## src/dngr_pkg.sv

```systemverilog
// Package for the decimal glyph renderer: shared types, widths and the 3x5 font ROM.
// Depends on nothing; every other file of the block imports it.
package dngr_pkg;

    localparam int unsigned ORIGIN_W    = 4;
    localparam int unsigned VALUE_W     = 14;
    localparam int unsigned PIXEL_W     = 5;
    localparam int unsigned DIGIT_CNT   = 4;
    localparam int unsigned DIGIT_PITCH = 4;
    localparam int unsigned GLYPH_ROWS  = 5;
    localparam int unsigned GLYPH_COLS  = 3;
    localparam int unsigned BCD_W       = 4 * DIGIT_CNT;
    localparam int unsigned IN_TDATA_W  = 24;
    localparam int unsigned OUT_TDATA_W = 16;

    localparam logic [VALUE_W-1:0] VALUE_MAX = VALUE_W'(9999);

    typedef enum logic [1:0] {
        ST_IDLE,
        ST_CONV,
        ST_SCAN
    } t_state;

    // Commands from the controller to the datapath.
    typedef struct packed {
        logic load;
        logic conv_step;
        logic scan_step;
    } t_cmd;

    // Status from the datapath to the controller.
    typedef struct packed {
        logic conv_last;
        logic scan_lit;
        logic scan_final;
        logic out_free;
    } t_status;

    // One row of a glyph; bit (GLYPH_COLS-1-c) set means column c is lit.
    function automatic logic [GLYPH_COLS-1:0] font_row(input logic [3:0] digit,
                                                        input logic [2:0] row);
        logic [GLYPH_COLS*GLYPH_ROWS-1:0] glyph;
        case (digit)
            4'd0:    glyph = {3'd7, 3'd5, 3'd5, 3'd5, 3'd7};
            4'd1:    glyph = {3'd1, 3'd1, 3'd1, 3'd1, 3'd1};
            4'd2:    glyph = {3'd7, 3'd1, 3'd7, 3'd4, 3'd7};
            4'd3:    glyph = {3'd7, 3'd1, 3'd7, 3'd1, 3'd7};
            4'd4:    glyph = {3'd5, 3'd5, 3'd7, 3'd1, 3'd1};
            4'd5:    glyph = {3'd7, 3'd4, 3'd7, 3'd1, 3'd7};
            4'd6:    glyph = {3'd7, 3'd4, 3'd7, 3'd5, 3'd7};
            4'd7:    glyph = {3'd7, 3'd1, 3'd1, 3'd1, 3'd1};
            4'd8:    glyph = {3'd7, 3'd5, 3'd7, 3'd5, 3'd7};
            4'd9:    glyph = {3'd7, 3'd5, 3'd7, 3'd1, 3'd7};
            default: glyph = '0;
        endcase
        // Row 0 is held in the top bits of the concatenation.
        case (row)
            3'd0:    font_row = glyph[14:12];
            3'd1:    font_row = glyph[11:9];
            3'd2:    font_row = glyph[8:6];
            3'd3:    font_row = glyph[5:3];
            3'd4:    font_row = glyph[2:0];
            default: font_row = '0;
        endcase
    endfunction

endpackage

```

## src/dngr_ctrl.sv

```systemverilog
// Controller state machine for the decimal glyph renderer.
// Depends on dngr_pkg; drives commands to dngr_dpath and reads its status.
module dngr_ctrl (
    input  logic             i_clk,
    input  logic             i_rst_n,
    input  logic             i_in_valid,
    output logic             o_in_ready,
    input  dngr_pkg::t_status i_status,
    output dngr_pkg::t_cmd    o_cmd
);
    import dngr_pkg::*;

    t_state r_state;
    t_state n_state;
    logic   w_scan_go;

    // A cell is passed over at once when unlit, otherwise only when the output register is free.
    assign w_scan_go = !i_status.scan_lit || i_status.out_free;

    always_ff @(posedge i_clk) begin
        if (!i_rst_n) begin
            r_state <= ST_IDLE;
        end else begin
            r_state <= n_state;
        end
    end

    always_comb begin
        n_state = r_state;
        case (r_state)
            ST_IDLE: begin
                if (i_in_valid) n_state = ST_CONV;
            end
            ST_CONV: begin
                if (i_status.conv_last) n_state = ST_SCAN;
            end
            ST_SCAN: begin
                if (w_scan_go && i_status.scan_final) n_state = ST_IDLE;
            end
            default: n_state = ST_IDLE;
        endcase
    end

    always_comb begin
        o_in_ready      = 1'b0;
        o_cmd.load      = 1'b0;
        o_cmd.conv_step = 1'b0;
        o_cmd.scan_step = 1'b0;
        case (r_state)
            ST_IDLE: begin
                o_in_ready = 1'b1;
                o_cmd.load = i_in_valid;
            end
            ST_CONV: begin
                o_cmd.conv_step = 1'b1;
            end
            ST_SCAN: begin
                o_cmd.scan_step = w_scan_go;
            end
            default: begin
                o_in_ready = 1'b0;
            end
        endcase
    end

endmodule

```

## src/dngr_dpath.sv

```systemverilog
// Datapath for the decimal glyph renderer: binary to BCD shifter, glyph scan and output register.
// Depends on dngr_pkg; commanded by dngr_ctrl.
module dngr_dpath (
    input  logic                          i_clk,
    input  logic                          i_rst_n,
    input  dngr_pkg::t_cmd                i_cmd,
    output dngr_pkg::t_status             o_status,
    input  logic [dngr_pkg::ORIGIN_W-1:0] i_origin_x,
    input  logic [dngr_pkg::ORIGIN_W-1:0] i_origin_y,
    input  logic [dngr_pkg::VALUE_W-1:0]  i_value,
    output logic                          o_out_valid,
    input  logic                          i_out_ready,
    output logic [dngr_pkg::PIXEL_W-1:0]  o_pixel_x,
    output logic [dngr_pkg::PIXEL_W-1:0]  o_pixel_y,
    output logic                          o_last_pixel
);
    import dngr_pkg::*;

    logic [ORIGIN_W-1:0] r_org_x;
    logic [ORIGIN_W-1:0] r_org_y;
    logic [VALUE_W-1:0]  r_bin;
    logic [BCD_W-1:0]    r_bcd;
    logic [BCD_W-1:0]    w_bcd_adj;
    logic [3:0]          r_bit_cnt;
    logic [1:0]          r_digit;
    logic [2:0]          r_row;
    logic [1:0]          r_col;
    logic [3:0]          w_digit_val;
    logic [GLYPH_COLS-1:0] w_row_bits;
    logic                w_lit;
    logic                w_final;
    logic                w_emit;
    logic                r_out_valid;
    logic [PIXEL_W-1:0]  r_pixel_x;
    logic [PIXEL_W-1:0]  r_pixel_y;
    logic                r_last;

    // Double dabble: every BCD nibble of five or more gets three added before the shift.
    always_comb begin
        for (int i = 0; i < DIGIT_CNT; i++) begin
            w_bcd_adj[4*i +: 4] = (r_bcd[4*i +: 4] >= 4'd5) ? r_bcd[4*i +: 4] + 4'd3
                                                             : r_bcd[4*i +: 4];
        end
    end

    always_ff @(posedge i_clk) begin
        if (i_cmd.load) begin
            r_org_x   <= i_origin_x;
            r_org_y   <= i_origin_y;
            r_bin     <= (i_value > VALUE_MAX) ? VALUE_MAX : i_value;
            r_bcd     <= '0;
            r_bit_cnt <= '0;
        end else if (i_cmd.conv_step) begin
            {r_bcd, r_bin} <= {w_bcd_adj[BCD_W-2:0], r_bin, 1'b0};
            r_bit_cnt      <= r_bit_cnt + 4'd1;
        end
    end

    // Thousands digit sits in the top nibble.
    always_comb begin
        case (r_digit)
            2'd0:    w_digit_val = r_bcd[15:12];
            2'd1:    w_digit_val = r_bcd[11:8];
            2'd2:    w_digit_val = r_bcd[7:4];
            2'd3:    w_digit_val = r_bcd[3:0];
            default: w_digit_val = '0;
        endcase
    end

    assign w_row_bits = font_row(w_digit_val, r_row);
    assign w_lit      = w_row_bits[2'(GLYPH_COLS-1) - r_col];
    // Every glyph lights its bottom-right pixel, so the final cell is always the last pixel.
    assign w_final    = (r_digit == 2'(DIGIT_CNT-1)) && (r_row == 3'(GLYPH_ROWS-1)) &&
                        (r_col == 2'(GLYPH_COLS-1));
    assign w_emit     = i_cmd.scan_step && w_lit;

    always_ff @(posedge i_clk) begin
        if (i_cmd.load) begin
            r_digit <= '0;
            r_row   <= '0;
            r_col   <= '0;
        end else if (i_cmd.scan_step) begin
            if (r_col == 2'(GLYPH_COLS-1)) begin
                r_col <= '0;
                if (r_row == 3'(GLYPH_ROWS-1)) begin
                    r_row   <= '0;
                    r_digit <= r_digit + 2'd1;
                end else begin
                    r_row <= r_row + 3'd1;
                end
            end else begin
                r_col <= r_col + 2'd1;
            end
        end
    end

    always_ff @(posedge i_clk) begin
        if (!i_rst_n) begin
            r_out_valid <= 1'b0;
        end else if (w_emit) begin
            r_out_valid <= 1'b1;
        end else if (i_out_ready) begin
            r_out_valid <= 1'b0;
        end
    end

    always_ff @(posedge i_clk) begin
        if (w_emit) begin
            r_pixel_x <= PIXEL_W'(r_org_x) + PIXEL_W'(DIGIT_PITCH * r_digit) + PIXEL_W'(r_col);
            r_pixel_y <= PIXEL_W'(r_org_y) + PIXEL_W'(r_row);
            r_last    <= w_final;
        end
    end

    assign o_status.conv_last  = (r_bit_cnt == 4'(VALUE_W-1));
    assign o_status.scan_lit   = w_lit;
    assign o_status.scan_final = w_final;
    assign o_status.out_free   = !r_out_valid || i_out_ready;

    assign o_out_valid  = r_out_valid;
    assign o_pixel_x    = r_pixel_x;
    assign o_pixel_y    = r_pixel_y;
    assign o_last_pixel = r_last;

endmodule

```

## src/decimal_number_glyph_renderer_core.sv

```systemverilog
// Decimal glyph renderer, top level. The first pixel beat is presented after the 14-step binary
// to BCD shifter and the glyph scan, which passes over unlit cells one per cycle, so a thousands
// digit of one, whose top row lights only its right column, delays the first beat.
// Numbers are taken one at a time: each passes the accepting cycle, the 14-step BCD shifter and
// a scan that, without back-pressure, spends one cycle on each of the 60 glyph cells, lit or not.
// Reset (synchronous, active low) clears the controller state and the output valid flag.
// Depends on dngr_pkg, dngr_ctrl and dngr_dpath.
module decimal_number_glyph_renderer_core (
    input  logic        i_clk,
    input  logic        i_rst_n,
    input  logic        s_axis_tvalid,
    output logic        s_axis_tready,
    // From bit 0: origin_x[3:0], origin_y[7:4], value[21:8], zero padding[23:22].
    input  logic [23:0] s_axis_tdata,
    output logic        m_axis_tvalid,
    input  logic        m_axis_tready,
    // From bit 0: pixel_x[4:0], pixel_y[9:5], zero padding[15:10].
    output logic [15:0] m_axis_tdata,
    // Set on the final lit pixel of a number.
    output logic        m_axis_tlast
);
    import dngr_pkg::*;

    t_cmd               w_cmd;
    t_status            w_status;
    logic [PIXEL_W-1:0] w_pixel_x;
    logic [PIXEL_W-1:0] w_pixel_y;

    // The controller takes a number only when idle. It goes back to idle as soon as the final
    // pixel is in the output register, so the next number can start its BCD shift while that
    // beat still waits to be taken.
    dngr_ctrl u_ctrl (
        .i_clk      (i_clk),
        .i_rst_n    (i_rst_n),
        .i_in_valid (s_axis_tvalid),
        .o_in_ready (s_axis_tready),
        .i_status   (w_status),
        .o_cmd      (w_cmd)
    );

    // The datapath saturates the value at 9999, converts it to four BCD digits and walks every
    // glyph cell in digit, row and column order, loading lit cells into the output register.
    dngr_dpath u_dpath (
        .i_clk        (i_clk),
        .i_rst_n      (i_rst_n),
        .i_cmd        (w_cmd),
        .o_status     (w_status),
        .i_origin_x   (s_axis_tdata[3:0]),
        .i_origin_y   (s_axis_tdata[7:4]),
        .i_value      (s_axis_tdata[21:8]),
        .o_out_valid  (m_axis_tvalid),
        .i_out_ready  (m_axis_tready),
        .o_pixel_x    (w_pixel_x),
        .o_pixel_y    (w_pixel_y),
        .o_last_pixel (m_axis_tlast)
    );

    assign m_axis_tdata = {{(OUT_TDATA_W - 2*PIXEL_W){1'b0}}, w_pixel_y, w_pixel_x};

endmodule
```

## config.mk

```make
export PLATFORM = sky130hd
export DESIGN_NAME = decimal_number_glyph_renderer_core
export DESIGN_NICKNAME = d
export VERILOG_FILES = /design/src/dngr_pkg.sv /design/src/dngr_ctrl.sv /design/src/dngr_dpath.sv /design/src/decimal_number_glyph_renderer_core.sv
export SDC_FILE = /design/constraint.sdc
export NUM_CORES = 1
export LEC_CHECK = 0
export ABC_CLOCK_PERIOD_IN_PS = 4100
export BUFFER_PORTS_ARGS = -buffer_cell sky130_fd_sc_hd__buf_4
export CORE_MARGIN = 8
export CORE_UTILIZATION = 25
export DETAILED_ROUTE_END_ITERATION = 16
export PLACE_DENSITY_LB_ADDON = 0.2
export SYNTH_ARGS = -nofsm -noshare
export SYNTH_HDL_FRONTEND = slang
export SYNTH_SLANG_ARGS = --single-unit
```

## constraint.sdc

```tcl
create_clock -name i_clk -period 4.1 [get_ports i_clk]
set_input_delay 0.41 -clock i_clk [delete_from_list [all_inputs] [get_ports i_clk]]
set_output_delay 0.41 -clock i_clk [all_outputs]
set_load 0.01 [all_outputs]
```

==> results of run 1 <==
-- layer usage --
metal,global-route usage,vias up
met1,0.09654,1249
met3,0.03153,12
met2,0.1428,54
li1,-,1328
met4,0.03146,0
met5,0,-
-- final cells by class --
class                           instances  area share
Tap cell                              180     0.05226
Clock buffer                           11     0.05401
Timing Repair Buffer                   42     0.07317
Inverter                               30     0.02613
Multi-Input combinational cell        255      0.4135
Clock inverter                          5     0.01161
Sequential cell                        63      0.3693
-- metrics by stage --
stage	total power [mW]	setup WS, ns	instances	utilization
after floorplan	0.8323	0.6388	366	-
after global placement	0.8783	0.9374	570	0.2889
after detailed placement	0.8813	0.8856	570	0.2889
after CTS	1.620	0.8693	586	0.3092
after global routing	1.668	0.6127	586	0.3092
final	1.594	0.8716	586	0.3092
-- Yosys cell counts (all sizes together) (2+ instances only) --
| library cell | instances | area [sq um] |
|---|---|---|
| nand4 | 4 | 31.28 |
| fa | 2 | 40.04 |
| a21oi | 19 | 95.09 |
| a21o | 3 | 22.52 |
| and3 | 3 | 18.77 |
| o21a | 3 | 22.52 |
| clkbuf | 11 | 41.29 |
| a222oi | 4 | 40.04 |
| nand3b | 2 | 15.01 |
| o21ai | 34 | 181.4 |
| xnor2 | 9 | 78.83 |
| edfxtp | 33 | 991.0 |
| nor2b | 5 | 31.28 |
| o32ai | 4 | 35.03 |
| nor2 | 25 | 93.84 |
| inv | 30 | 112.6 |
| dfxtp | 30 | 600.6 |
| o211ai | 3 | 55.05 |
| nand3 | 17 | 85.08 |
| xor2 | 5 | 43.79 |
| mux2 | 8 | 101.3 |
| nand2b | 7 | 43.79 |
| ha | 32 | 400.4 |
| mux2i | 6 | 63.81 |
| nand2 | 41 | 153.9 |
| buf | 7 | 65.06 |
-- flip-flops by register name, summed over array words and instances (netlist names) --
name                  count
u_dpath.o_pixel_x         5
u_dpath.o_last_pixel      1
u_dpath.r_digit           2
u_dpath.r_org_y           4
u_dpath.r_row             3
u_dpath.r_col             2
u_dpath.o_pixel_y         5
u_dpath.r_bin            14
u_ctrl.r_state            2
u_dpath.r_org_x           4
u_dpath.o_out_valid       1
u_dpath.r_bcd            16
u_dpath.r_bit_cnt         4
-- cells by family (layout without fill, tap and decap cells) --
kind of cell    Yosys count  count (layout)  synth area share
fa+ha+maj                34              34            0.1234
xor+xnor                 14              14           0.03436
mux                      14              14           0.04628
buf+inv                  48              88           0.06136
other cells               1               6          0.001051
simple gates            110             110            0.1441
compound gates           77              77            0.1434
flops                    63              63            0.4460
-- worst min path at each step --
stage | depth (start not counted) | slack, ns | from | end
2_1_floorplan | 2 | 0.42 | u_dpath.r_bin[13] | u_dpath.r_bcd[0]
3_3_place_gp | 2 | 0.44 | u_dpath.r_bin[13] | u_dpath.r_bcd[0]
3_5_place_dp | 2 | 0.45 | u_dpath.r_bin[13] | u_dpath.r_bcd[0]
4_1_cts | 1 | 0.25 | s_axis_tdata[7] | u_dpath.r_org_y[3]
5_1_grt | 1 | 0.24 | s_axis_tdata[7] | u_dpath.r_org_y[3]
6_report | 1 | 0.26 | s_axis_tdata[7] | u_dpath.r_org_y[3]
-- power breakdown --
part / switching, mW / total, mW / internal (mW)
sequential: 0.0233 / 0.734 / 0.711
clock: 0.263 / 0.729 / 0.466
combinational: 0.0772 / 0.131 / 0.0536
==> metrics.md, run 1 <==
| Metric | Value |
|---|---|
| Outcome | `completed` |
| GRT Residual Overflow | `0` |
| Critical Path End Type | `register` |
| Detailed-router iteration count before antenna repair | `4` |
| Seq/Total Area, Yosys | `0.4460` |
| HPWL after detailed placement | `5424 um` |
| DR iter-0 viols | `114` |
| Slowest stage cell, crit path | `dfxtp_1` |
| Commonest cells after routing, fill and taps aside | `buf_4 (42), nand2_1 (41), edfxtp_1 (33)` |
| Mapped cell area | `3568 sq um` |
| Worst-path cell chain | `inv_1 > ha_1 > a222oi_1 > mux2i_2 > inv_1 > ha_1 > a21oi_1 > o21ai_0 > nand4_1 > o211ai_2 > o211ai_4 > nor3b_2 > buf_4` |
| TNS Setup | `0 ns` |
| Crit path DAT | `3.25 ns` |
| Most common flop cell mapped by yosys | `edfxtp_1` |
| Pwr/cell area | `370.0 nW/um^2` |
| Mean Syn Cell Area | `9.885 sq um` |
| Total number of H-tree levels | `3` |
| Cell Rows | `43` |
| Worst Path Buf+Inv | `3` |
| Metal1 wirelength | `3346 um` |
| Vias per Instance | `4.510` |
| Antenna cell count | `0` |
| CP max FO | `11` |
| Clock latency on the worst-skew pair | `0.32 ns` |
| Fin. Hold Viols | `0` |
| Count of antenna-violating nets left after detailed routing | `0` |
| Vias in the first global route | `2717` |
| Largest stage delay on the critical path | `0.44 ns` |
| Cell depth of the worst setup path | `13` |
| Critical path class | `reg -> reg` |
| Layout cells sized above 1 | `0.1749` |
| CTS sink count | `63` |
| Filler cells | `1437` |
| Worst Setup EP | `u_dpath.o_pixel_y[0]` |
| RR Endpoint | `u_dpath.o_pixel_y[0]` |
| Die area | `roughly 18000 sq um` |
| Largest net degree at the start of global routing | `33` |
| Post-synthesis cell type count | `49` |
| Tcrit/Tclk final | `0.7874` |
| Commonest non-fill, non-tap cell in the layout | `buf_4` |
| Post-route cell area | `4309 sq um` |
| DR top layer | `met4` |
| GRT Total Usage | `0.08500` |
| Hold slack final | `0.2587 ns` |
| Leakage | `between 1.5 and 2 nW` |
| Maximum clock rate | `309.8 MHz` |
| Reg2reg start | `u_dpath.r_digit[0]` |
| Ys async rst share | `0` |
| Final setup fails | `0` |
| Reg clk slew, reported paths | `around 0.050 ns` |
| R2R setup slack | `0.87 ns` |
| TritonCTS clock tree | `built` |
| Synthesis-stage register bit count | `63` |
| Horiz. Die Dim | `135.5 um` |
| Wire length per cell | `12.56 um` |
| Max transition margin | `0.3145` |
| Die Height | `135.5 um` |
| Met3 wire len | `between 300 and 400 um` |
| I/O pin count | `47` |
| Core Box Area | `between 10000 and 15000 sq um` |
| Nets@finish | `463` |
| Peak VDD IR | `between 0.1 and 0.15 mV` |
| Synth warnings | `0` |
| I/O Buffers | `38` |
| First-pass GRT wire length | `12670 um` |
| Initial antenna violation count | `0` |
| PostCTS Resize Cnt | `0` |
| CTS Buf Count | `9` |
| Register area | `roughly 1600 sq um` |
| Layout area overhead | `20.76%` |
| Clock skew after layout | `0.005605 ns` |
| Slew Limit Fails | `0` |
| Cell count after synthesis | `361` |
| Critical Path Source | `u_dpath.r_digit[0]` |
| Post-placement cell area | `a little over 4000 sq um` |
| Final min period | `3.228 ns` |
| Starting Density | `0.2561` |
| Worst R2R Path Depth | `13` |
| Clock buffer depth | `2` |
| Worst Hold Class | `in -> reg` |
| Critical path required time | `4.12 ns` |
| RSZ-0062 raised after global routing | `no` |
| DR vias | `2643` |
| Worst Max-Slew Pin Slew | `1.027 ns` |
| Met2 routed WL | `3545 um` |
| Routed Wire Length | `~7400 um` |
| Startpoint Class | `register` |
| Gpl congestion | `0.7746` |
| Drt drc | `0` |
| Multi-input gate area | `~1800 sq um` |
| # Post-CTS Setup Buffers | `0` |
| Hold buffer count at CTS | `0` |
| Max-cap viol count | `0` |
| Number of enable flip-flop cells after synthesis | `33` |
| Clock root cell | `clkbuf_16` |
| Cell family with most CP delay | `compound AO/OA/AOI/OAI gates` |
Note: power is estimated with default switching activity, not from simulation.
==> run 2, diff against run 1 <==
ABC_CLOCK_PERIOD_IN_PS = 3000   (was 4100)
clock period = 3 ns   (was 4.1 ns; I/O delays follow)
==> run 2 against run 1 <==
Effect of this change: wire length grew 3.9%; register-to-register slack lost 0.74 ns; sequential power grew 36%; count of clock-buffer cells in the layout grew 4; sequential share of layout area shrank 1.7 points; clock power grew 30%; maximum frequency grew 12%; combinational power grew 37%.
==> metrics.md, run 2 (synthesis gave the netlist of run 1 again) <==
| Metric | Value |
|---|---|
| TritonCTS clock tree | `built` |
| Total number of H-tree levels | `3` |
| Hold buffer count at CTS | `0` |
| DR vias | `2656` |
| Vias in the first global route | `2776` |
| Cell Rows | `43` |
| Commonest cells after routing, fill and taps aside | `buf_4 (53), nand2_1 (41), edfxtp_1 (33)` |
| Pwr/cell area | `470.2 nW/um^2` |
| Largest regs | `u_dpath.r_bcd: 16 flops, u_dpath.r_bin: 14 flops` |
| DR iter-0 viols | `127` |
| Critical Path End Type | `register` |
| Critical path required time | `3.04 ns` |
| I/O Buffers | `38` |
| Slew Limit Fails | `0` |
| HPWL after detailed placement | `5545 um` |
| Wire length per cell | `between 10 and 15 um` |
| Final cell count without fillers | `601` |
| Max reg flops | `16` |
| Gpl congestion | `0.7627` |
| Peak VDD IR | `between 0.2 and 0.3 mV` |
| Vias per Instance | `4.419` |
| Crit path DAT | `2.91 ns` |
| Slowest stage cell, crit path | `a222oi_1` |
| Sw Ratio | `0.2265` |
| Outcome | `completed` |
| Tcrit/Tclk final | `0.9569` |
| Count of antenna-violating nets left after detailed routing | `0` |
| Max transition margin | `0.3512` |
| Antenna cell count | `0` |
| Worst Max-Slew Pin Slew | `slightly below 1 ns` |
| Commonest non-fill, non-tap cell in the layout | `buf_4` |
| Die Height | `135.5 um` |
| Starting Density | `0.2561` |
| Cell family with most CP delay | `compound AO/OA/AOI/OAI gates` |
| Clock latency on the worst-skew pair | `about 0.32 ns` |
| Initial antenna violation count | `0` |
| Largest stage delay on the critical path | `0.37 ns` |
| Detailed-router iteration count before antenna repair | `7` |
| Nets@finish | `478` |
| Routed Wire Length | `7644 um` |
| Core Box Area | `13930 sq um` |
| CP max FO | `6` |
| Post-placement cell area | `4108 sq um` |
| Clock root cell | `clkbuf_16` |
| CTS sink count | `63` |
| TNS Setup | `0 ns` |
| Clock skew after layout | `0.004417 ns` |
| Fin. Hold Viols | `0` |
| Startpoint Class | `register` |
| Sequential share of power | `0.471` |
| Max-cap viol count | `0` |
| CTS Buf Count | `9` |
| Drt drc | `0` |
| Die area | `18350 sq um` |
| Post-route cell area | `4531 sq um` |
| Layout area overhead | `26.96%` |
| P_sw | `0.4827 mW` |
| Final min period | `2.871 ns` |
| Critical path class | `reg -> reg` |
| R2R setup slack | `0.13 ns` |
| Clock Power Share | `0.445` |
| Worst-path cell chain | `buf_6 > ha_4 > a222oi_1 > mux2i_2 > inv_2 > ha_4 > a21oi_2 > o21ai_1 > nand4_1 > o211ai_2 > o211ai_4 > nor3b_4 > buf_6` |
| Clock buffer depth | `2` |
| Worst Path Buf+Inv | `3` |
| Worst Hold Class | `in -> reg` |
| Leakage | `1.823 nW` |
| I/O pin count | `47` |
| Logic pwr share | `0.084` |
| Maximum clock rate | `roughly 350 MHz` |
| Final setup fails | `0` |
| Inst Count DP | `580` |
| First-pass GRT wire length | `between 10000 and 15000 um` |
| Dpl ws | `0.01327 ns` |
| Top reg by flops | `u_dpath.r_bcd` |
| GRT Total Usage | `0.08688` |
| Internal | `1.648 mW` |
| GRT Residual Overflow | `0` |
| Layout cells sized above 1 | `0.2328` |
| Horiz. Die Dim | `135.5 um` |
| RSZ-0062 raised after global routing | `yes` |
| Largest net degree at the start of global routing | `39` |
| Reg clk slew, reported paths | `0.05 ns` |
| Setup ws final | `0.1293 ns` |
-- run 2: cell types whose count changed in the layout (fill, tap and decap cells not counted), sizes merged --
| cell | previous run | this run |
|---|---|---|
| clkinv | 4 | 1 |
| clkbuf | 11 | 15 |
| buf | 42 | 57 |
| bufinv | 1 | 0 |
-- run 2: layout make-up --
class | count | area, sq um
sequential | 63 | 1597
fill | 1432 | 9404
tap | 180 | 225.2
clock inverter | 1 | 5.005
multi-input combinational | 255 | 1881
timing repair buffer | 57 | 442.9
inverter | 30 | 112.6
clock buffer | 15 | 267.8
-- run 2: layer usage --
| metal | vias up | wire length, um | global-route usage |
|---|---|---|---|
| met5 | - | 0 | 0 |
| met4 | 0 | 39 | 0.02776 |
| met3 | 6 | 388 | 0.03412 |
| met2 | 47 | 3729 | 0.1455 |
| met1 | 1244 | 3487 | 0.09942 |
| li1 | 1359 | - | - |
-- run 2: per-stage QoR --
| step | total power, mW | hold slack (ns) | util |
|---|---|---|---|
| after floorplan | 1.137 | 0.3989 | - |
| after global placement | 1.200 | 0.4372 | 0.2948 |
| after detailed placement | 1.205 | 0.4453 | 0.2948 |
| after CTS | 2.174 | 0.1332 | 0.3149 |
| after global routing | 2.245 | 0.1274 | 0.3251 |
| final | 2.131 | 0.1504 | 0.3251 |
-- run 2: timing repair --
item / CTS / global route
buffers inserted: 0 / 6
setup endpoints to repair: 2 / 18
resized for setup: 2 / 25
pin swaps: 6 / 12
cloned: 0 / 0
-- run 2: worst register-to-register path, stage by stage (launching register included) --
cell and delay, ns:
dfxtp_2 0.32, buf_6 0.13, ha_4 0.16, a222oi_1 0.37
mux2i_2 0.15, inv_2 0.11, ha_4 0.14, a21oi_2 0.05
o21ai_1 0.11, nand4_1 0.17, o211ai_2 0.25, o211ai_4 0.17
nor3b_4 0.28, buf_6 0.16
-- run 2: power by group through the flow --
stage / clock (mW) / combinational, mW / sequential [mW]
2_1_floorplan: 0 / 0.126 / 1.01
3_3_place_gp: 0 / 0.179 / 1.02
3_5_place_dp: 0 / 0.184 / 1.02
4_1_cts: 0.985 / 0.185 / 1.00
5_1_grt: 1.02 / 0.214 / 1.01
6_report: 0.948 / 0.180 / 1.00
-- run 2: path summary, 6_finish.rpt --
path                            from                   end  cells past startpoint
hold reg to reg    u_dpath.r_bin[13]      u_dpath.r_bcd[0]                      2
setup / recovery  u_dpath.r_digit[0]  u_dpath.o_last_pixel                     13
hold / removal       s_axis_tdata[3]    u_dpath.r_org_x[3]                      1
setup reg to reg  u_dpath.r_digit[0]  u_dpath.o_last_pixel                     13
